**src/rtl/windowed_energy_threshold_detector_assert.svh**
```systemverilog
// Assertion macros shared by the energy detector RTL.
// Needs nothing else; files that check their logic include it by name.
`ifndef WINDOWED_ENERGY_THRESHOLD_DETECTOR_ASSERT_SVH
`define WINDOWED_ENERGY_THRESHOLD_DETECTOR_ASSERT_SVH
`ifndef SYNTHESIS
// Checked while the reset is released.
`define WETD_ASSERT(lbl, clk, rst_n, prop, msg) \
    lbl: assert property (@(posedge clk) disable iff (!rst_n) (prop)) \
        else $error(msg);
// Checked at every clock edge, reset included.
`define WETD_ASSERT_ALWAYS(lbl, clk, prop, msg) \
    lbl: assert property (@(posedge clk) (prop)) \
        else $error(msg);
`else
`define WETD_ASSERT(lbl, clk, rst_n, prop, msg)
`define WETD_ASSERT_ALWAYS(lbl, clk, prop, msg)
`endif
`endif

```
**src/rtl/wetd_ram.sv**
```systemverilog
// Generic single-clock RAM with one write port and one registered read port.
// Read-first: a read and a write of the same address return the old word.
`timescale 1ns / 1ps

module wetd_ram #(
    parameter int WIDTH = 8,
    parameter int DEPTH = 16,
    localparam int AW = (DEPTH > 1) ? $clog2(DEPTH) : 1
) (
    input  logic             clk,
    input  logic             re,
    input  logic [AW-1:0]    raddr,
    output logic [WIDTH-1:0] rdata,
    input  logic             we,
    input  logic [AW-1:0]    waddr,
    input  logic [WIDTH-1:0] wdata
);

    logic [WIDTH-1:0] mem_reg [DEPTH];
    logic [WIDTH-1:0] rdata_reg;

    always_ff @(posedge clk)
    begin
        if (re)
        begin
            rdata_reg <= mem_reg[raddr];
        end
        if (we)
        begin
            mem_reg[waddr] <= wdata;
        end
    end

    assign rdata = rdata_reg;

endmodule

```
**config.mk**
```make
export PLATFORM = sky130hd
export DESIGN_NAME = wetd_ram
export DESIGN_NICKNAME = d
export VERILOG_FILES = /design/src/rtl/windowed_energy_threshold_detector_assert.svh /design/src/rtl/wetd_ram.sv
export SDC_FILE = /design/constraint.sdc
export NUM_CORES = 1
export LEC_CHECK = 0
export BUFFER_PORTS_ARGS = -buffer_cell sky130_fd_sc_hd__buf_4
export CAP_MARGIN = 5
export CORE_AREA = 3 3 107 109
export CTS_BUF_LIST = sky130_fd_sc_hd__clkbuf_16
export DETAILED_ROUTE_END_ITERATION = 16
export DIE_AREA = 0 0 110 112
export GPL_TIMING_DRIVEN = 1
export PLACE_DENSITY = 0.66
export SKIP_LAST_GASP = 1
export SYNTH_ARGS = -nofsm -noshare
export SYNTH_HDL_FRONTEND = slang
export SYNTH_SLANG_ARGS = --single-unit
```
**constraint.sdc**
```tcl
create_clock -name clk -period 2.1 [get_ports clk]
set_input_delay 0.105 -clock clk [delete_from_list [all_inputs] [get_ports clk]]
set_output_delay 0.105 -clock clk [all_outputs]
set_load 0.02 [all_outputs]
```
==> results of run 1 <==
-- power by group through the flow --
stage | clock (W) | combinational, W | sequential (W)
4_1_cts | 0.00294 | 0.000317 | 0.00308
3_3_place_gp | 0 | 0.000306 | 0.00313
6_report | 0.00290 | 0.000310 | 0.00308
2_1_floorplan | 0 | 0.000154 | 0.00314
5_1_grt | 0.00306 | 0.000339 | 0.00308
3_5_place_dp | 0 | 0.000311 | 0.00313
-- cell type report --
| class | count | area, um^2 |
|---|---|---|
| tap | 140 | 175 |
| clock inverter | 15 | 163 |
| sequential | 136 | 4080 |
| fill | 785 | 4400 |
| multi-input combinational | 83 | 1060 |
| clock buffer | 17 | 425 |
| timing repair buffer | 48 | 393 |
-- layout by cell type (no fill, tap or decap) --
master,Yosys,layout
mux4_2,18,18
nand2b_1,2,2
clkinv_1,0,2
nand3b_1,2,2
nor2_1,13,13
nand3_1,1,1
clkinvlp_4,0,4
dlygate4sd3_1,0,3
a22oi_1,16,16
edfxtp_1,136,136
nand2_1,9,9
nor3_1,4,4
and2_1,1,1
clkinv_2,0,2
bufinv_16,0,3
buf_4,1,43
and2b_1,1,1
inv_1,0,2
nor2b_1,1,1
or3b_2,1,1
buf_12,0,2
clkbuf_16,0,17
clkinv_4,0,2
mux4_1,14,14
-- cell usage after synthesis --
master,count
a22oi_1,16
and2_1,1
and2b_1,1
buf_2,3
buf_4,1
buf_6,3
clkdlybuf4s25_2,3
edfxtp_1,136
mux4_1,14
mux4_2,18
nand2_1,9
nand2b_1,2
nand3_1,1
nand3b_1,2
nor2_1,13
nor2b_1,1
nor3_1,4
or3b_2,1
-- kinds of logic after synthesis --
| group | count (synthesis) | synth area share [%] |
|---|---|---|
| DFF | 136 | 78.1 |
| muxes | 32 | 14.8 |
| and+or+nand+nor | 35 | 3.14 |
| buffers and inverters | 10 | 1.65 |
| AOI/OAI and AO/OA | 16 | 2.30 |
-- per-stage QoR --
step	total power (W)	instance area [um^2]	util, %	hold WS (ps)	setup slack (ps)
floorplan	0.00330	5230	-	204	502
global placement	0.00344	5680	53.1	406	352
detailed placement	0.00344	5680	53.1	420	330
CTS	0.00633	6300	58.9	2.09	573
global route	0.00648	6300	58.9	0.369	550
finish	0.00629	6300	58.9	11.3	570
-- routing by layer --
layer  vias up  global-route usage (%)  wire (um)
met2        78                    26.3       4730
met3        12                    5.22        489
met4         0                    5.99        153
li1       1098                       -          -
met1      1251                    25.9       4370
met5         -                       0          0
-- worst max path at each step --
stage,to,startpoint,cells past startpoint
after global routing,rdata[2],mem_reg[4][2],3
after floorplan,mem_reg[0][0],waddr[2],2
after global placement,rdata[2],raddr[0],5
after CTS,rdata[6],mem_reg[3][6],3
after detailed placement,rdata[2],raddr[0],5
final,rdata[6],mem_reg[3][6],3
-- critical path: cells and delay by family, from the launching register on --
family / cells / cell delay, ps
multiplexers: 1 / 500
flip-flops: 1 / 410
AO/OA/AOI/OAI: 1 / 270
AND/OR/NAND/NOR: 1 / 90
==> impl_metrics.csv, run 1 <==
group,metric,value,unit
critical_path,worstRegToRegCells,3,
floorplan,fp-row-count,38,
logic_synthesis,avgSynthCellArea,22.8,um^2
grt,grt_max_degree,33,
clock_tree,postCtsSetupBuffers,0,
timing,hold_viol,0,
clock_tree,cts_resized,0,
power,p_seq_share,48.9,%
critical_path,r2r-start,"mem_reg[3][6]",
floorplan,die_w,110,um
final_layout,drive_above_1_share,30.8,%
clock_tree,clk_latency,410,ps
run_status,status,"finished clean",
floorplan,initial_core_util,48.9,%
timing,rsz0062_at_grt,"no",
clock_tree,path_clk_slew,60,ps
power,combPwrFrac,4.9,%
timing,fin_skew,6.30,ps
logic_synthesis,synth_area_leaders,"edfxtp_1, mux4_2, mux4_1, a22oi_1, nor2_1",
placed_design,placed_cells,404,
logic_synthesis,synth_top_area_cell,"edfxtp_1",
final_layout,largest_reg_flops,128,
logic_synthesis,syn_nets,248,
clock_tree,tritoncts,"yes",
critical_path,path_class,"reg -> reg",
routing,finalWirelength,9750,um
clock_tree,cts_root_buf,"clkbuf_16",
critical_path,crit_chain,"mux4_2 > a22oi_1 > nand2_1",
final_layout,areaGrowthSynthToFinish,20.5,%
logic_synthesis,synthCells,229,
grt,gr-total-overflow,0,
grt,antenna_found_initial,0,
worst_hold_path,hold_end,"mem_reg[1][6]",
grt,first_global_vias,2557,
power,pwr-share-clk,46.1,%
flow_run,cap_violations,0,
critical_path,worst_ep_required_time,2250,ps
timing,max-slew-margin-rel,55.6,%
routing,vias,2439,
critical_path,path_max_fanout,1,
final_layout,antennaDiodeCount,0,
timing,post-route-period-util,72.9,%
power,leakage,2.14,nW
placed_design,gp_congestion,0.729,
placed_design,hpwl,6160,um
floorplan,die-area,12300,um^2
timing,slew_viol_final,0,
logic_synthesis,synth_cell_types,18,
power,p_int,0.00504,W
timing,fmax,654,MHz
clock_tree,cts_made_buffers,17,
timing,finalSetupViolCount,0,
routing,viasPerCell,5.56,
logic_synthesis,syn-cell-area,5230,um^2
power,vdd_ir_drop_max,0.000484,V
critical_path,slowest_delay,500,ps
critical_path,rr_endpoint,"rdata[6]",
clock_tree,h-tree-depth,4,
routing,drt-initial-drc-count,212,
floorplan,ioPinCount,27,
final_layout,final_nets,305,
routing,drc,0,
critical_path,rrSetupSlack,570,ps
floorplan,fp.dieH,112,um
timing,tns,0,ps
critical_path,crit_path_start_kind,"flip-flop",
final_layout,layoutNonFillerInstCount,439,
grt,grt_pass1_wl,15400,um
critical_path,crit_arrival,1680,ps
grt,grt_use_total,17.9,%
critical_path,cp_slowest_cell,"mux4_2",
placed_design,io_buffer_count,26,
worst_hold_path,hold_class,"in -> reg",
timing,period_minus_slack,1530,ps
floorplan,core,10700,um^2
power,power.switching,0.00124,W
clock_tree,postCtsHoldBufs,3,
power,p_sw_share,19.8,%
logic_synthesis,synth_warnings,0,
logic_synthesis,yosysTopAreaCellShare,78.1,%
timing,tightestPinTransition,663,ps
routing,routed_wire_length_per_instance,22.2,um
routing,drtPass1Iterations,4,
power,power.density,998,nW/um^2
clock_tree,cts_buffer_depth,2,
clock_tree,cts.sinks,136,
critical_path,crit_path_end_kind,"flip-flop",
worst_hold_path,whs_path_depth,1,
logic_synthesis,ys_ff_latch,136,
worst_hold_path,hp-start,"wdata[6]",
logic_synthesis,seq_area_frac_synth,78.1,%
routing,ant_nets,0,
(Power assumes the default switching activity.)
==> inputs of run 2 (changes only) <==
PLACE_DENSITY = 0.68   (was 0.66)
clock period = 1.3 ns   (was 2.1 ns; I/O delays follow)
==> run 2 against run 1 <==
Net effect: the run now ends with setup timing left; cell count increased by 3.6%; first-iteration DRC count increased by 12%; power increased by 64%; register-to-register slack got worse by 670 ps; setup slack got worse by 670 ps; via count increased by 3.6%; maximum frequency increased by 9.5%; final area increased by 3.2%; combinational power increased by 90%; flip-flop and latch count unchanged; largest power group unchanged.
==> impl_metrics.csv, run 2 (synthesized netlist as in run 1, its figures left out) <==
group,metric,value,unit
timing,tightestPinTransition,980,ps
worst_hold_path,whs_path_depth,3,
floorplan,initial_core_util,48.9,%
final_layout,antennaDiodeCount,0,
run_status,violations,"setup timing",
critical_path,r2r-start,"mem_reg[11][1]",
floorplan,ioPinCount,27,
critical_path,rrSetupSlack,-100,ps
critical_path,crit_chain,"mux4_2 > a22oi_1 > nand2_1",
final_layout,multi_input_comb_area,1070,um^2
timing,period_minus_slack,1400,ps
clock_tree,cts_buffer_depth,2,
power,p_total,0.0103,W
critical_path,crit_path_end_kind,"flip-flop",
final_layout,final_cell_mix,"edfxtp_1, buf_4, mux4_2",
routing,viasPerCell,5.56,
flow_run,cap_violations,0,
timing,max-slew-margin-rel,34.4,%
clock_tree,tritoncts,"yes",
clock_tree,path_clk_slew,60,ps
floorplan,core,10700,um^2
timing,worst_slack,-97.6,ps
critical_path,crit_arrival,1550,ps
final_layout,drive_above_1_share,37.5,%
timing,fmax,716,MHz
critical_path,path_class,"reg -> reg",
final_layout,final_common_cell,"edfxtp_1",
floorplan,fp-row-count,38,
placed_design,gp_congestion,0.757,
run_status,status,"finished with violations",
critical_path,crit_path_start_kind,"flip-flop",
timing,fin_skew,6.31,ps
routing,finalWirelength,10100,um
final_layout,seqCellArea,4080,um^2
floorplan,die-area,12300,um^2
critical_path,cp-startpoint,"mem_reg[11][1]",
final_layout,nFillCells,744,
floorplan,fp.dieH,112,um
final_layout,largest_reg_flops,128,
timing,rsz0062_at_grt,"yes",
routing,drtPass1Iterations,5,
timing,hold_viol,0,
routing,vias,2528,
grt,gr-total-overflow,0,
clock_tree,cts_made_buffers,17,
critical_path,path_max_fanout,1,
critical_path,path_delay_family,"multiplexers",
routing,ant_nets,0,
clock_tree,h-tree-depth,4,
placed_design,pre_cts_slack,-305,ps
routing,drc,0,
worst_hold_path,hp-start,"waddr[0]",
grt,antenna_found_initial,0,
placed_design,place_area,5780,um^2
grt,first_global_vias,2656,
grt,grt_max_degree,17,
grt,grt_use_total,18.2,%
routing,routed_wire_length_per_instance,22.1,um
final_layout,fin_area,6500,um^2
timing,tns,-603,ps
clock_tree,clk_latency,400,ps
timing,post-route-period-util,108,%
timing,finalSetupViolCount,8,
placed_design,hpwl,6470,um
critical_path,slowest_delay,480,ps
power,power.density,1580,nW/um^2
critical_path,crit_buf_inv,0,
power,vdd_ir_drop_max,0.000975,V
placed_design,io_buffer_count,26,
timing,slew_viol_final,0,
power,leakage,2.21,nW
critical_path,cp_slowest_cell,"mux4_2",
timing,holdWs,187,ps
routing,drt-initial-drc-count,238,
grt,grt_pass1_wl,15800,um
final_layout,areaGrowthSynthToFinish,24.3,%
critical_path,worstRegToRegCells,3,
worst_hold_path,hold_end,"mem_reg[0][2]",
critical_path,worst_ep_required_time,1450,ps
clock_tree,cts_root_buf,"clkbuf_16",
critical_path,rr_endpoint,"rdata[1]",
floorplan,die_w,110,um
clock_tree,cts.sinks,136,
worst_hold_path,hold_class,"in -> reg",
final_layout,final_nets,321,
run 2: cell types whose count changed in the layout (fill, tap and decap cells not counted), moves of 4 or more:
cell	delta
a22oi_1	-9
a22oi_2	+9
buf_12	+4
buf_4	+6
dlygate4sd3_1	+6
mux4_1	-10
mux4_2	+10
run 2: worst max-delay path by stage:
| stage | end | slack [ps] | depth (start not counted) |
|---|---|---|---|
| 3_3_place_gp | rdata[2] | -330 | 6 |
| 4_1_cts | rdata[0] | -120 | 3 |
| 2_1_floorplan | mem_reg[3][0] | -30 | 2 |
| 5_1_grt | rdata[6] | -150 | 3 |
| 6_report | rdata[1] | -100 | 3 |
| 3_5_place_dp | rdata[2] | -310 | 6 |
run 2: where the power goes:
group,internal [W],switching [W]
clock,0.00314,0.00158
sequential,0.00495,0.0000317
combinational,0.000286,0.000304
run 2: routing by layer:
layer	part of all wire (%)	GRT usage, %	wire length [um]	vias to the layer above
met1	41	25.5	4170	1316
met5	0	0	0	-
met3	6.5	5.22	654	4
li1	-	-	-	1116
met2	51	28.4	5170	92
met4	0.65	4.99	65	0
run 2: cell type report:
| type | count | share of cell area, % |
|---|---|---|
| Clock buffer | 17 | 6.54 |
| Timing Repair Buffer | 64 | 8.89 |
| Tap cell | 140 | 2.69 |
| Multi-Input combinational cell | 83 | 16.5 |
| Sequential cell | 136 | 62.8 |
| Clock inverter | 15 | 2.58 |
run 2: repair_timing:
action | in CTS | in global routing
setup endpoints to repair | 8 | 8
buffers inserted | 0 | 0
cloned | 0 | 0
gates resized for setup | 11 | 1
pin swaps | 8 | 2
hold buffers | 9 | 0
endpoints found under the hold margin | 136 | 0
run 2: worst register-to-register path, delay by kind of cell (launching register included):
kind            cells  cell delay (ps)
flops               1              370
compound gates      1              200
mux                 1              480
simple gates        1               90
run 2: through the flow:
stage	std cells	util, %
4_1_cts	455	60.7
5_1_grt	455	60.8
2_1_floorplan	229	-
6_report	455	60.8
3_3_place_gp	414	54.1
3_5_place_dp	414	54.1
==> inputs of run 3 (changes only) <==
GPL_TIMING_DRIVEN = unset   (was 1)
PLACE_DENSITY = 0.66   (was 0.68)
clock period = 1.56 ns   (was 1.3 ns; I/O delays follow)
==> run 3 against run 2 <==
Net effect: the run now ends clean; cell count decreased by 0.88%; hold slack improved by 4.9 ps; critical path depth unchanged; clock-buffer cell count unchanged; critical endpoint is now rdata[2].
==> impl_metrics.csv, run 3 (synthesized netlist as in run 1, its figures left out) <==
group,metric,value,unit
placed_design,io_buffer_count,26,
floorplan,die-area,12300,um^2
timing,fin_skew,5.75,ps
routing,vias,2539,
floorplan,fp-row-count,38,
placed_design,hpwl,6430,um
grt,grt_max_degree,17,
grt,antenna_found_initial,0,
floorplan,die_w,110,um
final_layout,drive_above_1_share,33.1,%
power,p_total,0.00859,W
critical_path,crit_path_start_kind,"flip-flop",
routing,routed_wire_length_per_instance,22.2,um
routing,drc,0,
floorplan,core,10700,um^2
clock_tree,h-tree-depth,4,
final_layout,final_cell_mix,"edfxtp_1, buf_4, mux4_2",
routing,finalWirelength,10000,um
grt,first_global_vias,2679,
final_layout,final_nets,317,
clock_tree,cts_made_buffers,17,
floorplan,fp.dieH,112,um
grt,gr-total-overflow,0,
final_layout,final_common_cell,"edfxtp_1",
routing,drtPass1Iterations,4,
power,power.density,1330,nW/um^2
timing,fmax,675,MHz
clock_tree,cts_root_buf,"clkbuf_16",
placed_design,gp_congestion,0.722,
clock_tree,cts.sinks,136,
clock_tree,tritoncts,"yes",
timing,tightestPinTransition,407,ps
timing,slew_viol_final,0,
timing,rsz0062_at_grt,"no",
final_layout,final_util,60.4,%
critical_path,crit_path_end_kind,"flip-flop",
power,vdd_ir_drop_max,0.000641,V
timing,finalSetupViolCount,0,
flow_run,cap_violations,0,
power,leakage,2.20,nW
final_layout,largest_reg_flops,128,
run_status,status,"finished clean",
critical_path,path_class,"reg -> reg",
grt,grt_use_total,18.2,%
critical_path,crit_arrival,1640,ps
floorplan,initial_core_util,48.9,%
worst_hold_path,hold_class,"in -> reg",
routing,ant_nets,0,
critical_path,rrSetupSlack,80,ps
critical_path,path_max_fanout,1,
final_layout,areaGrowthSynthToFinish,23.6,%
clock_tree,postCtsSetupBuffers,0,
critical_path,worst_ep_required_time,1720,ps
timing,max-slew-margin-rel,72.8,%
timing,period_minus_slack,1480,ps
clock_tree,clk_latency,410,ps
grt,grt_pass1_wl,15500,um
floorplan,ioPinCount,27,
routing,viasPerCell,5.63,
timing,hold_viol,0,
clock_tree,path_clk_slew,60,ps
timing,post-route-period-util,95.0,%
clock_tree,cts_buffer_depth,2,
final_layout,antennaDiodeCount,0,
routing,drt-initial-drc-count,301,
==> run 3: worst paths after layout <==
path             startpoint             to  depth (start not counted)
min reg2reg  mem_reg[14][0]       rdata[0]                          3
min                waddr[0]  mem_reg[0][4]                          3
max reg2reg   mem_reg[5][2]       rdata[2]                          3
max           mem_reg[5][2]       rdata[2]                          3
==> run 3: power by group <==
part	switching, W	internal (W)
Sequential	0.0000240	0.00412
Combinational	0.000237	0.000220
Clock	0.00148	0.00251
==> run 3: what timing repair did <==
| action | 4_1_cts | 5_1_grt |
|---|---|---|
| resized for setup | 0 | 1 |
| hold buffers | 9 | 0 |
| endpoints found under the hold margin | 134 | 0 |
| setup endpoints to repair | 0 | 1 |
==> run 3: area by class of cell <==
cell class / instances / area [um^2]
clock inverter: 15 / 176
sequential: 136 / 4080
clock buffer: 17 / 425
fill: 745 / 4230
timing repair buffer: 60 / 536
tap: 140 / 175
multi-input combinational: 83 / 1070
==> run 3: metal layers <==
layer,GRT usage (%),vias up,share of wire [%]
li1,-,1121,-
met1,24.6,1318,39
met2,28.3,88,52
met3,4.99,12,7.0
met4,6.90,0,1.6
met5,0,-,0
==> run 3: critical path, stage by stage, from the launching register on <==
cell and delay, ps:
edfxtp_1 360, mux4_1 570, a22oi_1 230, nand2_1 80
==> run 3: stage by stage <==
stage | area [um^2] | TNS, ps | hold WS (ps) | setup WS, ps | std cells
6_report | 6460 | 0 | 192 | 77.8 | 451
3_3_place_gp | 5770 | -100 | 389 | -37.5 | 410
3_5_place_dp | 5770 | -93.5 | 389 | -36.5 | 410
4_1_cts | 6460 | 0 | 181 | 73.4 | 451
5_1_grt | 6460 | 0 | 181 | 29.8 | 451
2_1_floorplan | 5230 | 0 | 177 | 200 | 229
