$ cat src/rtl/windowed_energy_threshold_detector_assert.svh
// Assertion macros shared by the energy detector RTL.
// Needs nothing else; files that check their logic include it by name.
`ifndef WINDOWED_ENERGY_THRESHOLD_DETECTOR_ASSERT_SVH
`define WINDOWED_ENERGY_THRESHOLD_DETECTOR_ASSERT_SVH
`ifndef SYNTHESIS
// Checked while the reset is released.
`define WETD_ASSERT(lbl, clk, rst_n, prop, msg) \
    lbl: assert property (@(posedge clk) disable iff (!rst_n) (prop)) \
        else $error(msg);
// Checked at every clock edge, reset included.
`define WETD_ASSERT_ALWAYS(lbl, clk, prop, msg) \
    lbl: assert property (@(posedge clk) (prop)) \
        else $error(msg);
`else
`define WETD_ASSERT(lbl, clk, rst_n, prop, msg)
`define WETD_ASSERT_ALWAYS(lbl, clk, prop, msg)
`endif
`endif

$ cat src/rtl/wetd_pkg.sv
// Package of the windowed energy threshold detector: sizes, constants and types.
// Used by the interfaces, the output queue and the top level.
`timescale 1ns / 1ps

package wetd_pkg;

    localparam int NUM_CHANNELS = 20;
    localparam int WINDOW       = 100;
    localparam int SAMPLE_BITS  = 16;

    // Fixed field widths of the channels and the register.
    localparam int CH_W     = 5;
    localparam int SAMPLE_W = 16;
    localparam int ENERGY_W = 37;

    localparam logic [ENERGY_W-1:0] THRESHOLD_RESET = 37'd500;

    localparam int POS_W      = (WINDOW > 1) ? $clog2(WINDOW) : 1;
    localparam int ST_AW      = (NUM_CHANNELS > 1) ? $clog2(NUM_CHANNELS) : 1;
    localparam int RING_DEPTH = NUM_CHANNELS * WINDOW;
    localparam int RING_AW    = (RING_DEPTH > 1) ? $clog2(RING_DEPTH) : 1;
    localparam int SQ_W       = 2 * SAMPLE_BITS - 1;

    // Per-channel state word kept in the state RAM.
    typedef struct packed {
        logic [ENERGY_W-1:0] energy;
        logic                rec;
        logic                wrapped;
        logic [POS_W-1:0]    pos;
    } chan_state_t;

    typedef struct packed {
        logic [CH_W-1:0]     channel_out;
        logic [ENERGY_W-1:0] energy;
        logic                above_threshold;
        logic                new_detection;
        logic                recording_flag;
    } result_t;

endpackage

$ cat src/rtl/wetd_ifs.sv


interface wetd_result_if;
    logic                          valid;
    logic                          ready;
    logic [wetd_pkg::CH_W-1:0]     channel_out;
    logic [wetd_pkg::ENERGY_W-1:0] energy;
    logic                          above_threshold;
    logic                          new_detection;
    logic                          recording_flag;

    modport source (output valid, output channel_out, output energy,
                    output above_threshold, output new_detection,
                    output recording_flag, input ready);
    modport sink   (input valid, input channel_out, input energy,
                    input above_threshold, input new_detection,
                    input recording_flag, output ready);
endinterface

$ cat src/rtl/wetd_outq.sv
// Two-entry result queue that decouples the detector pipeline from the consumer.
// Depends on wetd_pkg and the result interface; includes the assertion macros.
`timescale 1ns / 1ps
`include "windowed_energy_threshold_detector_assert.svh"

module wetd_outq (
    input  logic              clk,
    input  logic              rst_n,
    input  logic              push,
    input  wetd_pkg::result_t item,
    output logic              room,
    wetd_result_if.source     results
);

    wetd_pkg::result_t slot_reg [2];
    wetd_pkg::result_t head;
    logic              wr_ptr_reg;
    logic              wr_ptr_next;
    logic              rd_ptr_reg;
    logic              rd_ptr_next;
    logic [1:0]        cnt_reg;
    logic [1:0]        cnt_next;
    logic              pop;

    assign pop  = results.valid && results.ready;
    assign room = (cnt_reg != 2'd2);

    always_comb
    begin
        wr_ptr_next = push ? ~wr_ptr_reg : wr_ptr_reg;
        rd_ptr_next = pop ? ~rd_ptr_reg : rd_ptr_reg;
        cnt_next    = cnt_reg + {1'b0, push} - {1'b0, pop};
    end

    always_ff @(posedge clk or negedge rst_n)
    begin
        if (!rst_n)
        begin
            wr_ptr_reg <= 1'b0;
            rd_ptr_reg <= 1'b0;
            cnt_reg    <= 2'd0;
        end
        else
        begin
            wr_ptr_reg <= wr_ptr_next;
            rd_ptr_reg <= rd_ptr_next;
            cnt_reg    <= cnt_next;
        end
    end

    always_ff @(posedge clk)
    begin
        if (push)
        begin
            slot_reg[wr_ptr_reg] <= item;
        end
    end

    assign head                    = slot_reg[rd_ptr_reg];
    assign results.valid           = (cnt_reg != 2'd0);
    assign results.channel_out     = head.channel_out;
    assign results.energy          = head.energy;
    assign results.above_threshold = head.above_threshold;
    assign results.new_detection   = head.new_detection;
    assign results.recording_flag  = head.recording_flag;

    `WETD_ASSERT(a_no_overflow, clk, rst_n, push |-> room, "result pushed into a full queue")
    `WETD_ASSERT(a_ptr_empty, clk, rst_n,
        (cnt_reg == 2'd0) |-> (wr_ptr_reg == rd_ptr_reg),
        "queue pointers disagree while empty")
    `WETD_ASSERT_ALWAYS(a_cnt_range, clk, (!rst_n) || (cnt_reg != 2'd3),
        "queue count out of range")

endmodule

$ cat src/flat_wrapper.sv
// flat-port wrapper written by rule: the top's interface ports become plain ports
module wetd_outq_flat 
  (clk, rst_n, push, item, room, results_valid, results_channel_out, results_energy, results_above_threshold, results_new_detection, results_recording_flag, results_ready);
  wetd_result_if results_i ();
  input  logic clk;
  input  logic rst_n;
  input  logic push;
  input  wetd_pkg::result_t item;
  output logic room;
  output wire logic [$bits(results_i.valid)-1:0] results_valid;
  output wire logic [$bits(results_i.channel_out)-1:0] results_channel_out;
  output wire logic [$bits(results_i.energy)-1:0] results_energy;
  output wire logic [$bits(results_i.above_threshold)-1:0] results_above_threshold;
  output wire logic [$bits(results_i.new_detection)-1:0] results_new_detection;
  output wire logic [$bits(results_i.recording_flag)-1:0] results_recording_flag;
  input wire logic [$bits(results_i.ready)-1:0] results_ready;
  assign results_valid = results_i.valid;
  assign results_channel_out = results_i.channel_out;
  assign results_energy = results_i.energy;
  assign results_above_threshold = results_i.above_threshold;
  assign results_new_detection = results_i.new_detection;
  assign results_recording_flag = results_i.recording_flag;
  assign results_i.ready = results_ready;
  wetd_outq u_core (.clk(clk), .rst_n(rst_n), .push(push), .item(item), .room(room), .results(results_i));
endmodule
$ cat config.mk
export PLATFORM = sky130hd
export DESIGN_NAME = wetd_outq_flat
export DESIGN_NICKNAME = d
export VERILOG_FILES = /design/src/rtl/wetd_pkg.sv /design/src/rtl/wetd_ifs.sv /design/src/rtl/wetd_outq.sv /design/src/flat_wrapper.sv
export VERILOG_INCLUDE_DIRS = /design/src /design/src/rtl
export SDC_FILE = /design/constraint.sdc
export NUM_CORES = 1
export LEC_CHECK = 0
export ABC_AREA = 1
export ABC_CLOCK_PERIOD_IN_PS = 4800
export BUFFER_PORTS_ARGS = -buffer_cell sky130_fd_sc_hd__buf_4
export CAP_MARGIN = 20
export CELL_PAD_IN_SITES_DETAIL_PLACEMENT = 0
export CELL_PAD_IN_SITES_GLOBAL_PLACEMENT = 2
export CORE_UTILIZATION = 37
export DETAILED_ROUTE_END_ITERATION = 8
export GPL_ROUTABILITY_DRIVEN = 0
export PLACE_DENSITY_LB_ADDON = 0.3
export SLEW_MARGIN = 25
export SYNTH_ARGS = -nofsm -noshare
export SYNTH_HDL_FRONTEND = slang
export SYNTH_SLANG_ARGS = --single-unit
$ cat constraint.sdc
create_clock -name clk -period 4.8 [get_ports clk]
set_input_delay 0.24 -clock clk [delete_from_list [all_inputs] [get_ports clk]]
set_output_delay 0.24 -clock clk [all_outputs]
set_load 0.02 [all_outputs]
==> PnR_summary.wiki, run 1 <==
{| class="wikitable"
! Metric !! Value
|-
| Proportion of layout cells with a drive suffix above 1 || between 30 and 40%
|-
| Hold-fix buffer count after cts || 1
|-
| Vias in the first global route || between 2000 and 2500
|-
| Total wire length || ~6.4 mm
|-
| CP endpoint kind || output pin
|-
| Power per standard cell area || between 600 and 700 nW/um2
|-
| Synthesized area per cell || 13.4 um2
|-
| Register bit count reported by yosys || 94
|-
| Most frequent cells in the layout || 146 x sky130_fd_sc_hd__nand2_1, 96 x sky130_fd_sc_hd__buf_4, 90 x sky130_fd_sc_hd__edfxtp_1, 9 x sky130_fd_sc_hd__clkbuf_8, 7 x sky130_fd_sc_hd__inv_1
|-
| Lkg Pwr || roughly 2.0 nW
|-
| DRC violation total after the first TritonRoute iteration || 86
|-
| Resize count post-CTS || 0
|-
| Number of unique standard cell types used by synthesis || 13
|-
| Max FFs per register || 90
|-
| GRT Util Overall || 13.7%
|-
| Area of the core || 9280 um2
|-
| DR vias/cell || 4.27
|-
| Max-cap violations || 0
|-
| Most Frequent Cell on Critical Path || sky130_fd_sc_hd__nand2_1
|-
| Synthesis-to-finish area growth || 28.6%
|-
| Cell-by-cell trace of the critical path || inv_2 > nand2_1 > nand2_1 > buf_4
|-
| Critical Path RT || 4.56 ns
|-
| Root buf cell || sky130_fd_sc_hd__clkbuf_8
|-
| Share of the cycle needed by the critical path after routing || 55.1%
|-
| Setup Skew || 0.00852 ns
|-
| Leftover overflow at the end of global routing || 0
|-
| HPWL after detailed placement || 3.86 mm
|-
| Inserted Clock Buffers || 9
|-
| Final number of hold-violating endpoints || 0
|-
| Clock transition at the registers of the reported paths || approximately 0.090 ns
|-
| IR Drop Worst-Case VDD || 0.000433 V
|-
| Full die area || 9990 um2
|-
| Antenna-violating nets left || 0
|-
| Top cells by area, synth || sky130_fd_sc_hd__edfxtp_1 76%, sky130_fd_sc_hd__nand2_1 15%, sky130_fd_sc_hd__dfrtp_1 2.8%
|-
| Most area-hungry cell type in the Yosys netlist || sky130_fd_sc_hd__edfxtp_1
|-
| Number of remaining DRC errors || 0
|-
| Worst slew margin relative to its limit || 38.6%
|-
| Final layout net count || 414
|-
| Top-level I/O count || 96
|-
| CP Max Fanout || 47
|-
| Setup-violating endpoint count in the final report || 0
|-
| Total clock sinks || 94
|-
| Final total negative setup slack || 0 ns
|-
| TritonCTS clock tree || yes
|-
| Wire length of the first global-routing pass || 9.98 mm
|-
| Vias after detailed routing || between 2000 and 2500
|-
| Nets in the synthesized netlist || roughly 320
|-
| Count of buffers added by post-CTS timing repair for setup || 0
|-
| Fraction of synthesized cell area taken by the top area cell type || 76.2%
|-
| Die height || 99.9 um
|-
| Clk_lat worst skew || roughly 0.35 ns
|-
| Starting density of the core || 38.2%
|-
| Clock period minus worst slack || 2.65 ns
|-
| Final count of pins violating max slew || 0
|-
| Number of warning messages in the yosys log || 0
|-
| Antenna violations before repair || 0
|-
| Most frequent standard cell in the layout excluding fill and tap cells || sky130_fd_sc_hd__nand2_1
|-
| Pin count of the biggest net entering global routing || 48
|-
| Layout filler cell count || 902
|-
| Setup slack after placement || roughly 2.5 ns
|-
| Width of the chip || around 100 um
|-
| Netlist area before placement || 3550 um2
|-
| Run status || finished, final reports clean
|-
| Quantity of I/O buffers inserted on ports || 95
|-
| Number of search-and-repair iterations in the first detailed-routing pass || 4
|-
| Delay contributed by the slowest stage of the critical path || 0.98 ns
|-
| Min setup slack post-route || 2.15 ns
|-
| Sort of element at the start of the critical path || flop
|-
| Cell count after synthesis || around 260
|-
| Unrepaired setup endpoints after global routing || false
|-
| Maximum buffer depth of the clock tree || 2
|-
| Maximum level of the CTS H-tree || 3
|-
| Post-detailed-route wirelength per cell || 12.8 um
|-
| Number of rows created at floorplan || 35
|-
| Slowest cell on the critical path || sky130_fd_sc_hd__dfrtp_2
|-
| Sequential-to-total area share from yosys stat || 79.0%
|-
| Type of the most critical hold path || input port to flop
|-
| Worst setup path category || flop to output pin
|-
| Number of diodes || 0
|-
| Maximum achievable frequency || 0.378 GHz
|-
| Data arrival time of the critical path || 2.41 ns
|-
| Transition at the pin with the smallest max-transition slack || 0.921 ns
|}
==> area by class of cell <==
type	count	area, um2	share of cell area (%)
repair buffers	97	731	16.0
flip-flops and latches	94	2800	61.4
clock inverters	4	95.1	2.08
clock buffers	12	135	2.96
multi-input cells	152	603	13.2
inverters	9	35.0	0.768
well taps	129	161	3.54
==> worst max-delay path: cells and delay by family (launching register included) <==
kind                   cells  cell delay [ns]
DFF                        1             0.98
buffers and inverters      2             0.76
and+or+nand+nor            2             0.27
==> power breakdown <==
group          switching (mW)  internal (mW)
registers               0.103           1.09
logic                   0.632          0.379
clock network           0.254          0.346
total                   0.989           1.82
==> final timing paths <==
check / start / to / slack, ns / cells past startpoint
max: u_core.rd_ptr_reg / results_energy[0] / 2.15 / 4
min: item[33] / u_core.slot_reg[0][33] / 0.07 / 1
max reg2reg: u_core.rd_ptr_reg / u_core.rd_ptr_reg / 2.75 / 3
min reg2reg: u_core.wr_ptr_reg / u_core.wr_ptr_reg / 0.55 / 1
max in group asynchronous: rst_n / u_core.rd_ptr_reg / 4.46 / 2
min in group asynchronous: rst_n / u_core.wr_ptr_reg / 0.23 / 2
==> stage by stage <==
stage          utilization [%]  cell area [um2]  std cells  total power, mW  hold WS [ns]
2_1_floorplan                -             3550        264             1.86       -0.0556
3_3_place_gp              46.6             4320        480             2.24        0.0404
3_5_place_dp              46.6             4320        480             2.25        0.0418
4_1_cts                   49.2             4560        497             2.85        0.0517
5_1_grt                   49.2             4560        497             2.98        0.0398
6_report                  49.2             4560        497             2.81        0.0712
==> logic make-up after synthesis <==
logic type | count (synthesis) | share of synthesized area, %
and+or+nand+nor | 149 | 15.8
buffers and inverters | 18 | 4.23
DFF | 94 | 79.0
xor gates and xnor gates | 1 | 0.247
adders and majority gates | 2 | 0.705
==> synthesized netlist by cell type <==
cell / count
sky130_fd_sc_hd__nand3_1: 2
sky130_fd_sc_hd__edfxtp_1: 90
sky130_fd_sc_hd__inv_2: 1
sky130_fd_sc_hd__buf_2: 3
sky130_fd_sc_hd__clkbuf_8: 1
sky130_fd_sc_hd__buf_12: 4
sky130_fd_sc_hd__dfrtp_1: 4
sky130_fd_sc_hd__buf_4: 1
sky130_fd_sc_hd__xor2_1: 1
sky130_fd_sc_hd__nand2_1: 146
sky130_fd_sc_hd__ha_1: 2
sky130_fd_sc_hd__nor2_1: 1
sky130_fd_sc_hd__inv_1: 8
==> routing by layer <==
metal / GRT usage, % / vias up / routed length [um]
li1: - / 1071 / -
met1: 16.0 / 1001 / 2670
met2: 23.3 / 44 / 3310
met3: 4.53 / 6 / 318
met4: 5.77 / 0 / 69
met5: 0 / - / 0
(Power assumes the default switching activity.)
==> run 2: changes to the inputs <==
--- a/config.mk
+++ b/config.mk
@@ -7,12 +7,12 @@
 export NUM_CORES = 1
 export LEC_CHECK = 0
 export ABC_AREA = 1
-export ABC_CLOCK_PERIOD_IN_PS = 4800
+export ABC_CLOCK_PERIOD_IN_PS = 2500
 export BUFFER_PORTS_ARGS = -buffer_cell sky130_fd_sc_hd__buf_4
 export CAP_MARGIN = 20
 export CELL_PAD_IN_SITES_DETAIL_PLACEMENT = 0
 export CELL_PAD_IN_SITES_GLOBAL_PLACEMENT = 2
-export CORE_UTILIZATION = 37
+export CORE_UTILIZATION = 34
 export DETAILED_ROUTE_END_ITERATION = 8
 export GPL_ROUTABILITY_DRIVEN = 0
 export PLACE_DENSITY_LB_ADDON = 0.3
==> constraint.sdc (replaced) <==
create_clock -name clk -period 2.5 [get_ports clk]
set_input_delay 0.125 -clock clk [delete_from_list [all_inputs] [get_ports clk]]
set_output_delay 0.125 -clock clk [all_outputs]
set_load 0.02 [all_outputs]
==> run 2 against run 1 <==
Compared with the run above:
- final area increased by 11%
- setup slack got worse by 1.3 ns
- sequential power increased by 82%
- die area increased by 8.6%
- total power increased by 89%
- flip-flop and latch count unchanged
- sequential share of layout area decreased by 5.9 points
- register-to-register slack got worse by 1.8 ns
- first-iteration DRC count decreased by 27%
- cell count increased by 10%
- count of clock-buffer cells in the layout decreased by 2
- non-clock buffer count increased by 49
==> PnR_summary.wiki, run 2 (same netlist as run 1, synthesis figures left out) <==
{| class="wikitable"
! Metric !! Value
|-
| Combined area of the multi-input logic cells || 603 um2 (unchanged)
|-
| Setup slack of the most critical reg-to-reg path || 1.00 ns (-1.75 ns)
|-
| Run status || finished, final reports clean
|-
| Sort of element at the start of the critical path || flop
|-
| Antenna-violating nets left || 0 (unchanged)
|-
| Met1 Use GR || 15.5% (-0.56 points)
|-
| Number of rows created at floorplan || 36 (+2.9%)
|-
| Switching share of total power || 36.3% (+1.0 points)
|-
| DRC violation total after the first TritonRoute iteration || 63 (-27%)
|-
| Most frequent cells in the layout || 146 x sky130_fd_sc_hd__nand2_1, 96 x sky130_fd_sc_hd__buf_4, 90 x sky130_fd_sc_hd__edfxtp_1, 47 x sky130_fd_sc_hd__dlygate4sd3_1, 9 x sky130_fd_sc_hd__clkbuf_8
|-
| TritonCTS clock tree || yes
|-
| Post-placement cell area || 4390 um2 (+1.5%)
|-
| Vias after detailed routing || 2258 (+6.4%)
|-
| Inserted Clock Buffers || 9 (unchanged)
|-
| Width of the chip || 104 um (+4.2%)
|-
| Layout filler cell count || 903 (+0.11%)
|-
| Flop pwr share || 40.8% (-1.8 points)
|-
| Net load switching power || 1.93 mW (+95%)
|-
| Data arrival time of the critical path || 1.56 ns (-0.85 ns)
|-
| Worst setup path category || flop to output pin
|-
| Post-Route Hold Slack || 0.0275 ns (-0.0437 ns)
|-
| Area of the core || 9950 um2 (+7.2%)
|-
| Number of search-and-repair iterations in the first detailed-routing pass || 4 (unchanged)
|-
| Maximum buffer depth of the clock tree || 2 (unchanged)
|-
| Critical Path RT || 2.38 ns (-2.18 ns)
|-
| Worst slew margin relative to its limit || 62.4% (+24 points)
|-
| Part of the power in combinational logic || 41.2% (+5.2 points)
|-
| Transition at the pin with the smallest max-transition slack || 0.563 ns (-0.358 ns)
|-
| Leftover overflow at the end of global routing || 0 (unchanged)
|-
| HPWL after detailed placement || 4.20 mm (+8.6%)
|-
| Pint || 3.38 mW (+86%)
|-
| Clock period minus worst slack || 1.69 ns
|-
| Final count of pins violating max slew || 0 (unchanged)
|-
| HP Start || results_ready
|-
| Relative contribution of the clock network to total power || 18.0% (-3.4 points)
|-
| Hold-fix buffer count after cts || 47 (+46)
|-
| Placed instance count || 487 (+1.5%)
|-
| Final number of hold-violating endpoints || 0 (unchanged)
|-
| Overall power consumption || 5.31 mW (+89%)
|-
| Register Area || 2800 um2 (unchanged)
|-
| Synthesis-to-finish area growth || 42.2%
|-
| Number of diodes || 0 (unchanged)
|-
| Fraction of met3 tracks used by global routing || 4.45% (-0.078 points)
|-
| IR Drop Worst-Case VDD || 0.000424 V (-2.1%)
|-
| Max FFs per register || 90 (unchanged)
|-
| Final layout net count || 463 (+12%)
|-
| Vias in the first global route || 2255 (+6.8%)
|-
| Power per standard cell area || 1050 nW/um2 (+71%)
|-
| Total wire length || 6.68 mm (+4.7%)
|-
| Most frequent standard cell in the layout excluding fill and tap cells || sky130_fd_sc_hd__nand2_1
|-
| Maximum level of the CTS H-tree || 3 (unchanged)
|-
| CP endpoint kind || output pin
|-
| Wire length of the first global-routing pass || 10.8 mm (+8.3%)
|-
| Final total negative setup slack || 0 ns (unchanged)
|-
| Cells on Worst Hold Path || 3 (+2)
|-
| Proportion of layout cells with a drive suffix above 1 || 28.1% (-2.6 points)
|-
| Top-level I/O count || 96 (unchanged)
|-
| End of the worst register-to-register path || u_core.slot_reg[0][0]
|-
| Count of buffers added by post-CTS timing repair for setup || 0 (unchanged)
|-
| Quantity of I/O buffers inserted on ports || 95 (unchanged)
|-
| Antenna violations before repair || 0 (unchanged)
|-
| Root buf cell || sky130_fd_sc_hd__clkbuf_8
|-
| Hold Path Sink || u_core.rd_ptr_reg
|-
| Starting density of the core || 35.6% (-2.6 points)
|-
| Full die area || 10800 um2 (+8.6%)
|-
| Share of the cycle needed by the critical path after routing || 67.6%
|-
| DR vias/cell || 4.11 (-3.7%)
|-
| Worst flop-to-flop path startpoint || u_core.wr_ptr_reg
|-
| Setup-violating endpoint count in the final report || 0 (unchanged)
|-
| Unrepaired setup endpoints after global routing || false
|-
| Busiest layer in global routing || met2
|-
| Maximum achievable frequency || roughly 0.59 GHz
|-
| Resize count post-CTS || 0 (unchanged)
|-
| Met2 global-route usage || 22.1% (-1.2 points)
|-
| Setup Skew || 0.00937 ns (+0.000845 ns)
|-
| Clock transition at the registers of the reported paths || 0.08 ns (about the same)
|-
| Total clock sinks || 94 (unchanged)
|-
| Clk_lat worst skew || 0.35 ns (about the same)
|-
| Post-detailed-route wirelength per cell || 12.2 um (-5.2%)
|-
| R2r worst-path depth || 2 (-1)
|-
| Type of the most critical hold path || input port to flop
|-
| Lkg Pwr || 2.16 nW (+9.6%)
|-
| Die height || 104 um (+4.2%)
|-
| Final Non-Filler Cells || 549 (+10%)
|-
| GRT Util Overall || 13.3% (-0.48 points)
|-
| Post-route design area || 5050 um2 (+11%)
|-
| Pin count of the biggest net entering global routing || 47 (-2.1%)
|-
| CP Max Fanout || 28 (-40%)
|-
| Number of remaining DRC errors || 0 (unchanged)
|-
| Max-cap violations || 0 (unchanged)
|}
[run 2: changes by cell type in the layout (fill, tap and decap cells not counted), sizes merged, moves of 2 or more]
| cell | delta |
|---|---|
| dlygate4sd3 | +46 |
| buf | +3 |
| clkinvlp | +3 |
| bufinv | -2 |
| clkbuf | -2 |
[run 2: metrics by stage]
| stage | utilization, % | setup WS, ns |
|---|---|---|
| after floorplan | - | 0.493 |
| after global placement | 44.1 | 0.998 |
| after detailed placement | 44.1 | 0.971 |
| after CTS | 50.7 | 0.753 |
| after global routing | 50.7 | 0.628 |
| final | 50.7 | 0.810 |
[run 2: worst max-delay path by stage]
stage / startpoint / to / depth (start not counted)
after floorplan: u_core.wr_ptr_reg / u_core.slot_reg[0][0] / 1
after global placement: u_core.wr_ptr_reg / u_core.slot_reg[0][12] / 2
after detailed placement: u_core.wr_ptr_reg / u_core.slot_reg[0][8] / 2
after CTS: u_core.rd_ptr_reg / results_energy[7] / 5
after global routing: u_core.rd_ptr_reg / results_energy[18] / 5
final: u_core.rd_ptr_reg / results_energy[7] / 5
[run 2: final cells by class]
type                            count  area share, %
Sequential cell                    94           55.6
Timing Repair Buffer              146           24.8
Multi-Input combinational cell    152           11.9
Tap cell                          133           3.30
Clock buffer                       10           2.53
Clock inverter                      5           1.21
Inverter                            9          0.669
[run 2: layer usage]
layer / part of all wire [%] / vias to the layer above
met4: 1.5 / 0
met3: 5.5 / 9
met2: 49 / 58
met1: 44 / 1016
met5: 0 / -
li1: - / 1175
[run 2: worst max-delay path, stage by stage (launching register included)]
cell and delay [ns]:
sky130_fd_sc_hd__dfrtp_2 0.41, sky130_fd_sc_hd__inv_2 0.29, sky130_fd_sc_hd__buf_12 0.23, sky130_fd_sc_hd__nand2_1 0.06
sky130_fd_sc_hd__nand2_1 0.08, sky130_fd_sc_hd__buf_4 0.14
[run 2: power groups by stage]
stage	Combinational (mW)	Sequential, mW	Clock, mW
2_1_floorplan	1.36	2.20	0
3_3_place_gp	2.16	2.20	0
3_5_place_dp	2.18	2.21	0
4_1_cts	2.24	2.17	0.984
5_1_grt	2.41	2.20	1.06
6_report	2.19	2.17	0.955
==> run 3: changes to the inputs <==
--- a/config.mk
+++ b/config.mk
@@ -7,12 +7,12 @@
 export NUM_CORES = 1
 export LEC_CHECK = 0
 export ABC_AREA = 1
-export ABC_CLOCK_PERIOD_IN_PS = 2500
+export ABC_CLOCK_PERIOD_IN_PS = 1400
 export BUFFER_PORTS_ARGS = -buffer_cell sky130_fd_sc_hd__buf_4
 export CAP_MARGIN = 20
 export CELL_PAD_IN_SITES_DETAIL_PLACEMENT = 0
 export CELL_PAD_IN_SITES_GLOBAL_PLACEMENT = 2
-export CORE_UTILIZATION = 34
+export CORE_UTILIZATION = 31
 export DETAILED_ROUTE_END_ITERATION = 8
 export GPL_ROUTABILITY_DRIVEN = 0
 export PLACE_DENSITY_LB_ADDON = 0.3
==> constraint.sdc (replaced) <==
create_clock -name clk -period 1.4 [get_ports clk]
set_input_delay 0.07 -clock clk [delete_from_list [all_inputs] [get_ports clk]]
set_output_delay 0.07 -clock clk [all_outputs]
set_load 0.02 [all_outputs]
==> run 3 against run 2 <==
Compared with the run above:
- the run now ends with negative setup slack left
- worst hold slack better by 0.053 ns
- die area is 9.5% higher
- combinational power grew to 2.7 times the previous value
- critical path depth stayed put
- sequential power is 82% higher
- clock skew is 0.0041 ns lower
- cell count is 4.2% higher
- critical path type unchanged
- critical endpoint is now results_energy[19]
==> PnR_summary.wiki, run 3 (same netlist as run 1, synthesis figures left out) <==
{| class="wikitable"
! Metric !! Value
|-
| Full die area || 11900 um2 (+9.5%)
|-
| CP Max Fanout || 7 (-75%)
|-
| Maximum achievable frequency || 0.711 GHz
|-
| Unrepaired setup endpoints after global routing || true
|-
| Type of the most critical hold path || input port to async pin
|-
| Vias in the first global route || 2255 (unchanged)
|-
| Max FFs per register || 90 (unchanged)
|-
| Synthesis-to-finish area growth || 64.6%
|-
| Root buf cell || sky130_fd_sc_hd__clkbuf_16
|-
| Lkg Pwr || 2.44 nW (+13%)
|-
| Source of the critical timing path || u_core.rd_ptr_reg
|-
| Top-level I/O count || 96 (unchanged)
|-
| Data arrival time of the critical path || 1.34 ns (-0.22 ns)
|-
| Layout filler cell count || 946 (+4.8%)
|-
| R2r worst-path depth || 10 (+8)
|-
| Area of the core || 11000 um2 (+10%)
|-
| Worst flop-to-flop path startpoint || u_core.cnt_reg[1]
|-
| Post-detailed-route wirelength per cell || 14.8 um (+22%)
|-
| Width of the chip || 109 um (+4.6%)
|-
| CP endpoint kind || output pin
|-
| DRC violation total after the first TritonRoute iteration || 62 (-1.6%)
|-
| Wire length of the first global-routing pass || 10.8 mm (-0.44%)
|-
| Delay contributed by the slowest stage of the critical path || 0.41 ns (about the same)
|-
| Max-cap violations || 0 (unchanged)
|-
| Number of diodes || 0 (unchanged)
|-
| Power per standard cell area || 2070 nW/um2 (+97%)
|-
| Leftover overflow at the end of global routing || 0 (unchanged)
|-
| HPWL after detailed placement || 4.02 mm (-4.3%)
|-
| Logic depth of the worst path, buffers included || 5 (unchanged)
|-
| Die height || 109 um (+4.6%)
|-
| Setup slack after placement || 0.0211 ns (-0.950 ns)
|-
| Part of the power in combinational logic || 48.7% (+7.5 points)
|-
| Worst setup path endpoint || results_energy[19]
|-
| Min setup slack post-route || -0.00700 ns (-0.817 ns)
|-
| Post-Route Hold Slack || 0.0804 ns (+0.0529 ns)
|-
| Fin util || 53.2% (+2.5 points)
|-
| Worst setup path category || flop to output pin
|-
| Critical Path RT || 1.33 ns (-1.05 ns)
|-
| Switching share of total power || 36.4% (+0.17 points)
|-
| Family of cells with the greatest summed delay on the critical path || buffers and inverters
|-
| Number of remaining DRC errors || 0 (unchanged)
|-
| Flop pwr share || 32.7% (-8.1 points)
|-
| Proportion of layout cells with a drive suffix above 1 || 49.3% (+21 points)
|-
| Share of the cycle needed by the critical path after routing || 100%
|-
| Buffers & Inverters on Critical Path || 3 (unchanged)
|-
| Number of search-and-repair iterations in the first detailed-routing pass || 4 (unchanged)
|-
| Overall power consumption || 12.1 mW (+130%)
|-
| Clock transition at the registers of the reported paths || 0.06 ns (-0.02 ns)
|-
| GRT Util Overall || 12.5% (-0.79 points)
|-
| Pin count of the biggest net entering global routing || 47 (unchanged)
|-
| Violated checks || negative setup slack
|-
| Setup Skew || 0.00525 ns (-0.00411 ns)
|-
| Most Frequent Cell on Critical Path || sky130_fd_sc_hd__nand2_1
|-
| Met3 WL post-DR || 337 um (-7.4%)
|-
| Number of rows created at floorplan || 38 (+5.6%)
|-
| Quantity of I/O buffers inserted on ports || 95 (unchanged)
|-
| Wl on met1 || 3.64 mm (+25%)
|-
| IR Drop Worst-Case VDD || 0.000870 V (+110%)
|-
| Most frequent cells in the layout || 90 x sky130_fd_sc_hd__edfxtp_1, 69 x sky130_fd_sc_hd__nand2_1, 67 x sky130_fd_sc_hd__nand2_2, 52 x sky130_fd_sc_hd__buf_4, 48 x sky130_fd_sc_hd__dlygate4sd3_1
|-
| Total wire length || 8.48 mm (+27%)
|-
| Vias after detailed routing || 2459 (+8.9%)
|-
| Maximum level of the CTS H-tree || 3 (unchanged)
|-
| Relative contribution of the clock network to total power || 18.6% (+0.6 points)
|-
| End of the worst register-to-register path || u_core.cnt_reg[1]
|-
| Final count of pins violating max slew || 0 (unchanged)
|-
| Final total negative setup slack || -0.0168 ns (-0.0168 ns)
|-
| Setup slack of the most critical reg-to-reg path || 0.04 ns (-0.96 ns)
|-
| Maximum buffer depth of the clock tree || 2 (unchanged)
|-
| Total clock sinks || 94 (unchanged)
|-
| Run status || finished, violations left
|-
| Worst slew margin relative to its limit || 81.8% (+19 points)
|-
| Clock period minus worst slack || around 1.4 ns
|-
| Starting density of the core || 32.3% (-3.3 points)
|-
| Pint || 7.70 mW (+130%)
|-
| Transition at the pin with the smallest max-transition slack || 0.273 ns (-0.290 ns)
|-
| Wire length on met2 || 4.41 mm (+34%)
|-
| Antenna-violating nets left || 0 (unchanged)
|-
| TritonCTS clock tree || yes
|-
| Final layout net count || 478 (+3.2%)
|-
| Final number of hold-violating endpoints || 0 (unchanged)
|-
| Highest routed metal layer || met4
|-
| Slowest cell on the critical path || sky130_fd_sc_hd__dfrtp_2
|-
| Most frequent standard cell in the layout excluding fill and tap cells || sky130_fd_sc_hd__edfxtp_1
|-
| Cell-by-cell trace of the critical path || clkinv_4 > clkbuf_16 > nand2_1 > nand2_1 > buf_6
|-
| Inserted Clock Buffers || 9 (unchanged)
|-
| Antenna violations before repair || 0 (unchanged)
|-
| DR vias/cell || 4.30 (+4.5%)
|-
| Setup-violating endpoint count in the final report || 6 (+6)
|-
| Sort of element at the start of the critical path || flop
|-
| Net load switching power || 4.41 mW (+130%)
|-
| Clk_lat worst skew || 0.33 ns (-0.02 ns)
|}
-- run 3: cell types whose count changed in the layout (fill, tap and decap cells not counted), moves of 2 or more --
cell,delta
sky130_fd_sc_hd__clkbuf_16,+14
sky130_fd_sc_hd__buf_6,+47
sky130_fd_sc_hd__buf_8,+3
sky130_fd_sc_hd__nand2_2,+67
sky130_fd_sc_hd__inv_6,+3
sky130_fd_sc_hd__buf_4,-44
sky130_fd_sc_hd__clkbuf_8,-9
sky130_fd_sc_hd__inv_1,-2
sky130_fd_sc_hd__nand2_1,-77
sky130_fd_sc_hd__nand2_4,+10
sky130_fd_sc_hd__buf_12,+3
-- run 3: worst min-delay path by stage --
stage	cells past startpoint	startpoint	end
floorplan	0	rst_n	u_core.cnt_reg[0]
global placement	1	rst_n	u_core.cnt_reg[0]
detailed placement	1	rst_n	u_core.cnt_reg[0]
CTS	2	rst_n	u_core.cnt_reg[0]
global route	2	rst_n	u_core.cnt_reg[0]
finish	2	rst_n	u_core.cnt_reg[0]
-- run 3: worst register-to-register path: stages (launching register included) --
cell	delay, ns
sky130_fd_sc_hd__dfrtp_1	0.39
sky130_fd_sc_hd__inv_2	0.07
sky130_fd_sc_hd__nand2_2	0.06
sky130_fd_sc_hd__nand2_2	0.06
sky130_fd_sc_hd__inv_1	0.04
sky130_fd_sc_hd__ha_1	0.28
sky130_fd_sc_hd__inv_1	0.06
sky130_fd_sc_hd__ha_2	0.16
sky130_fd_sc_hd__inv_1	0.04
sky130_fd_sc_hd__nand2_1	0.05
sky130_fd_sc_hd__nand2_1	0.04
-- run 3: stage by stage --
stage | cell area, um2 | std cells
2_1_floorplan | 3560 | 264
3_3_place_gp | 4450 | 496
3_5_place_dp | 4450 | 496
4_1_cts | 5280 | 560
5_1_grt | 5840 | 572
6_report | 5840 | 572
-- run 3: power by group through the flow --
stage	clock, mW	sequential (mW)	combinational (mW)
2_1_floorplan	0	3.93	2.45
3_3_place_gp	0	3.93	4.01
3_5_place_dp	0	3.95	4.02
4_1_cts	2.32	3.89	4.35
5_1_grt	2.45	4.01	6.32
6_report	2.26	3.96	5.90
-- run 3: what timing repair did --
action,4_1_cts,5_1_grt
cloned,0,9
endpoints found under the setup margin,22,47
setup buffers,0,3
hold buffers,48,0
gates resized for setup,20,122
hold endpoints to repair,96,0
pin swaps,0,17
-- run 3: cell type report --
| cell class | instances | area (um2) | area share [%] |
|---|---|---|---|
| flip-flops and latches | 94 | 2800 | 48.0 |
| repair buffers | 161 | 1690 | 28.9 |
| multi-input cells | 152 | 848 | 14.5 |
| clock buffers | 9 | 225 | 3.86 |
| well taps | 140 | 175 | 3.00 |
| clock inverters | 7 | 55.1 | 0.943 |
| inverters | 9 | 42.5 | 0.728 |
-- run 3: metal layers --
| metal | vias up | GRT usage (%) |
|---|---|---|
| met5 | - | 0 |
| met4 | 0 | 5.12 |
| met3 | 8 | 3.59 |
| met2 | 56 | 21.7 |
| met1 | 1183 | 14.3 |
| li1 | 1212 | - |
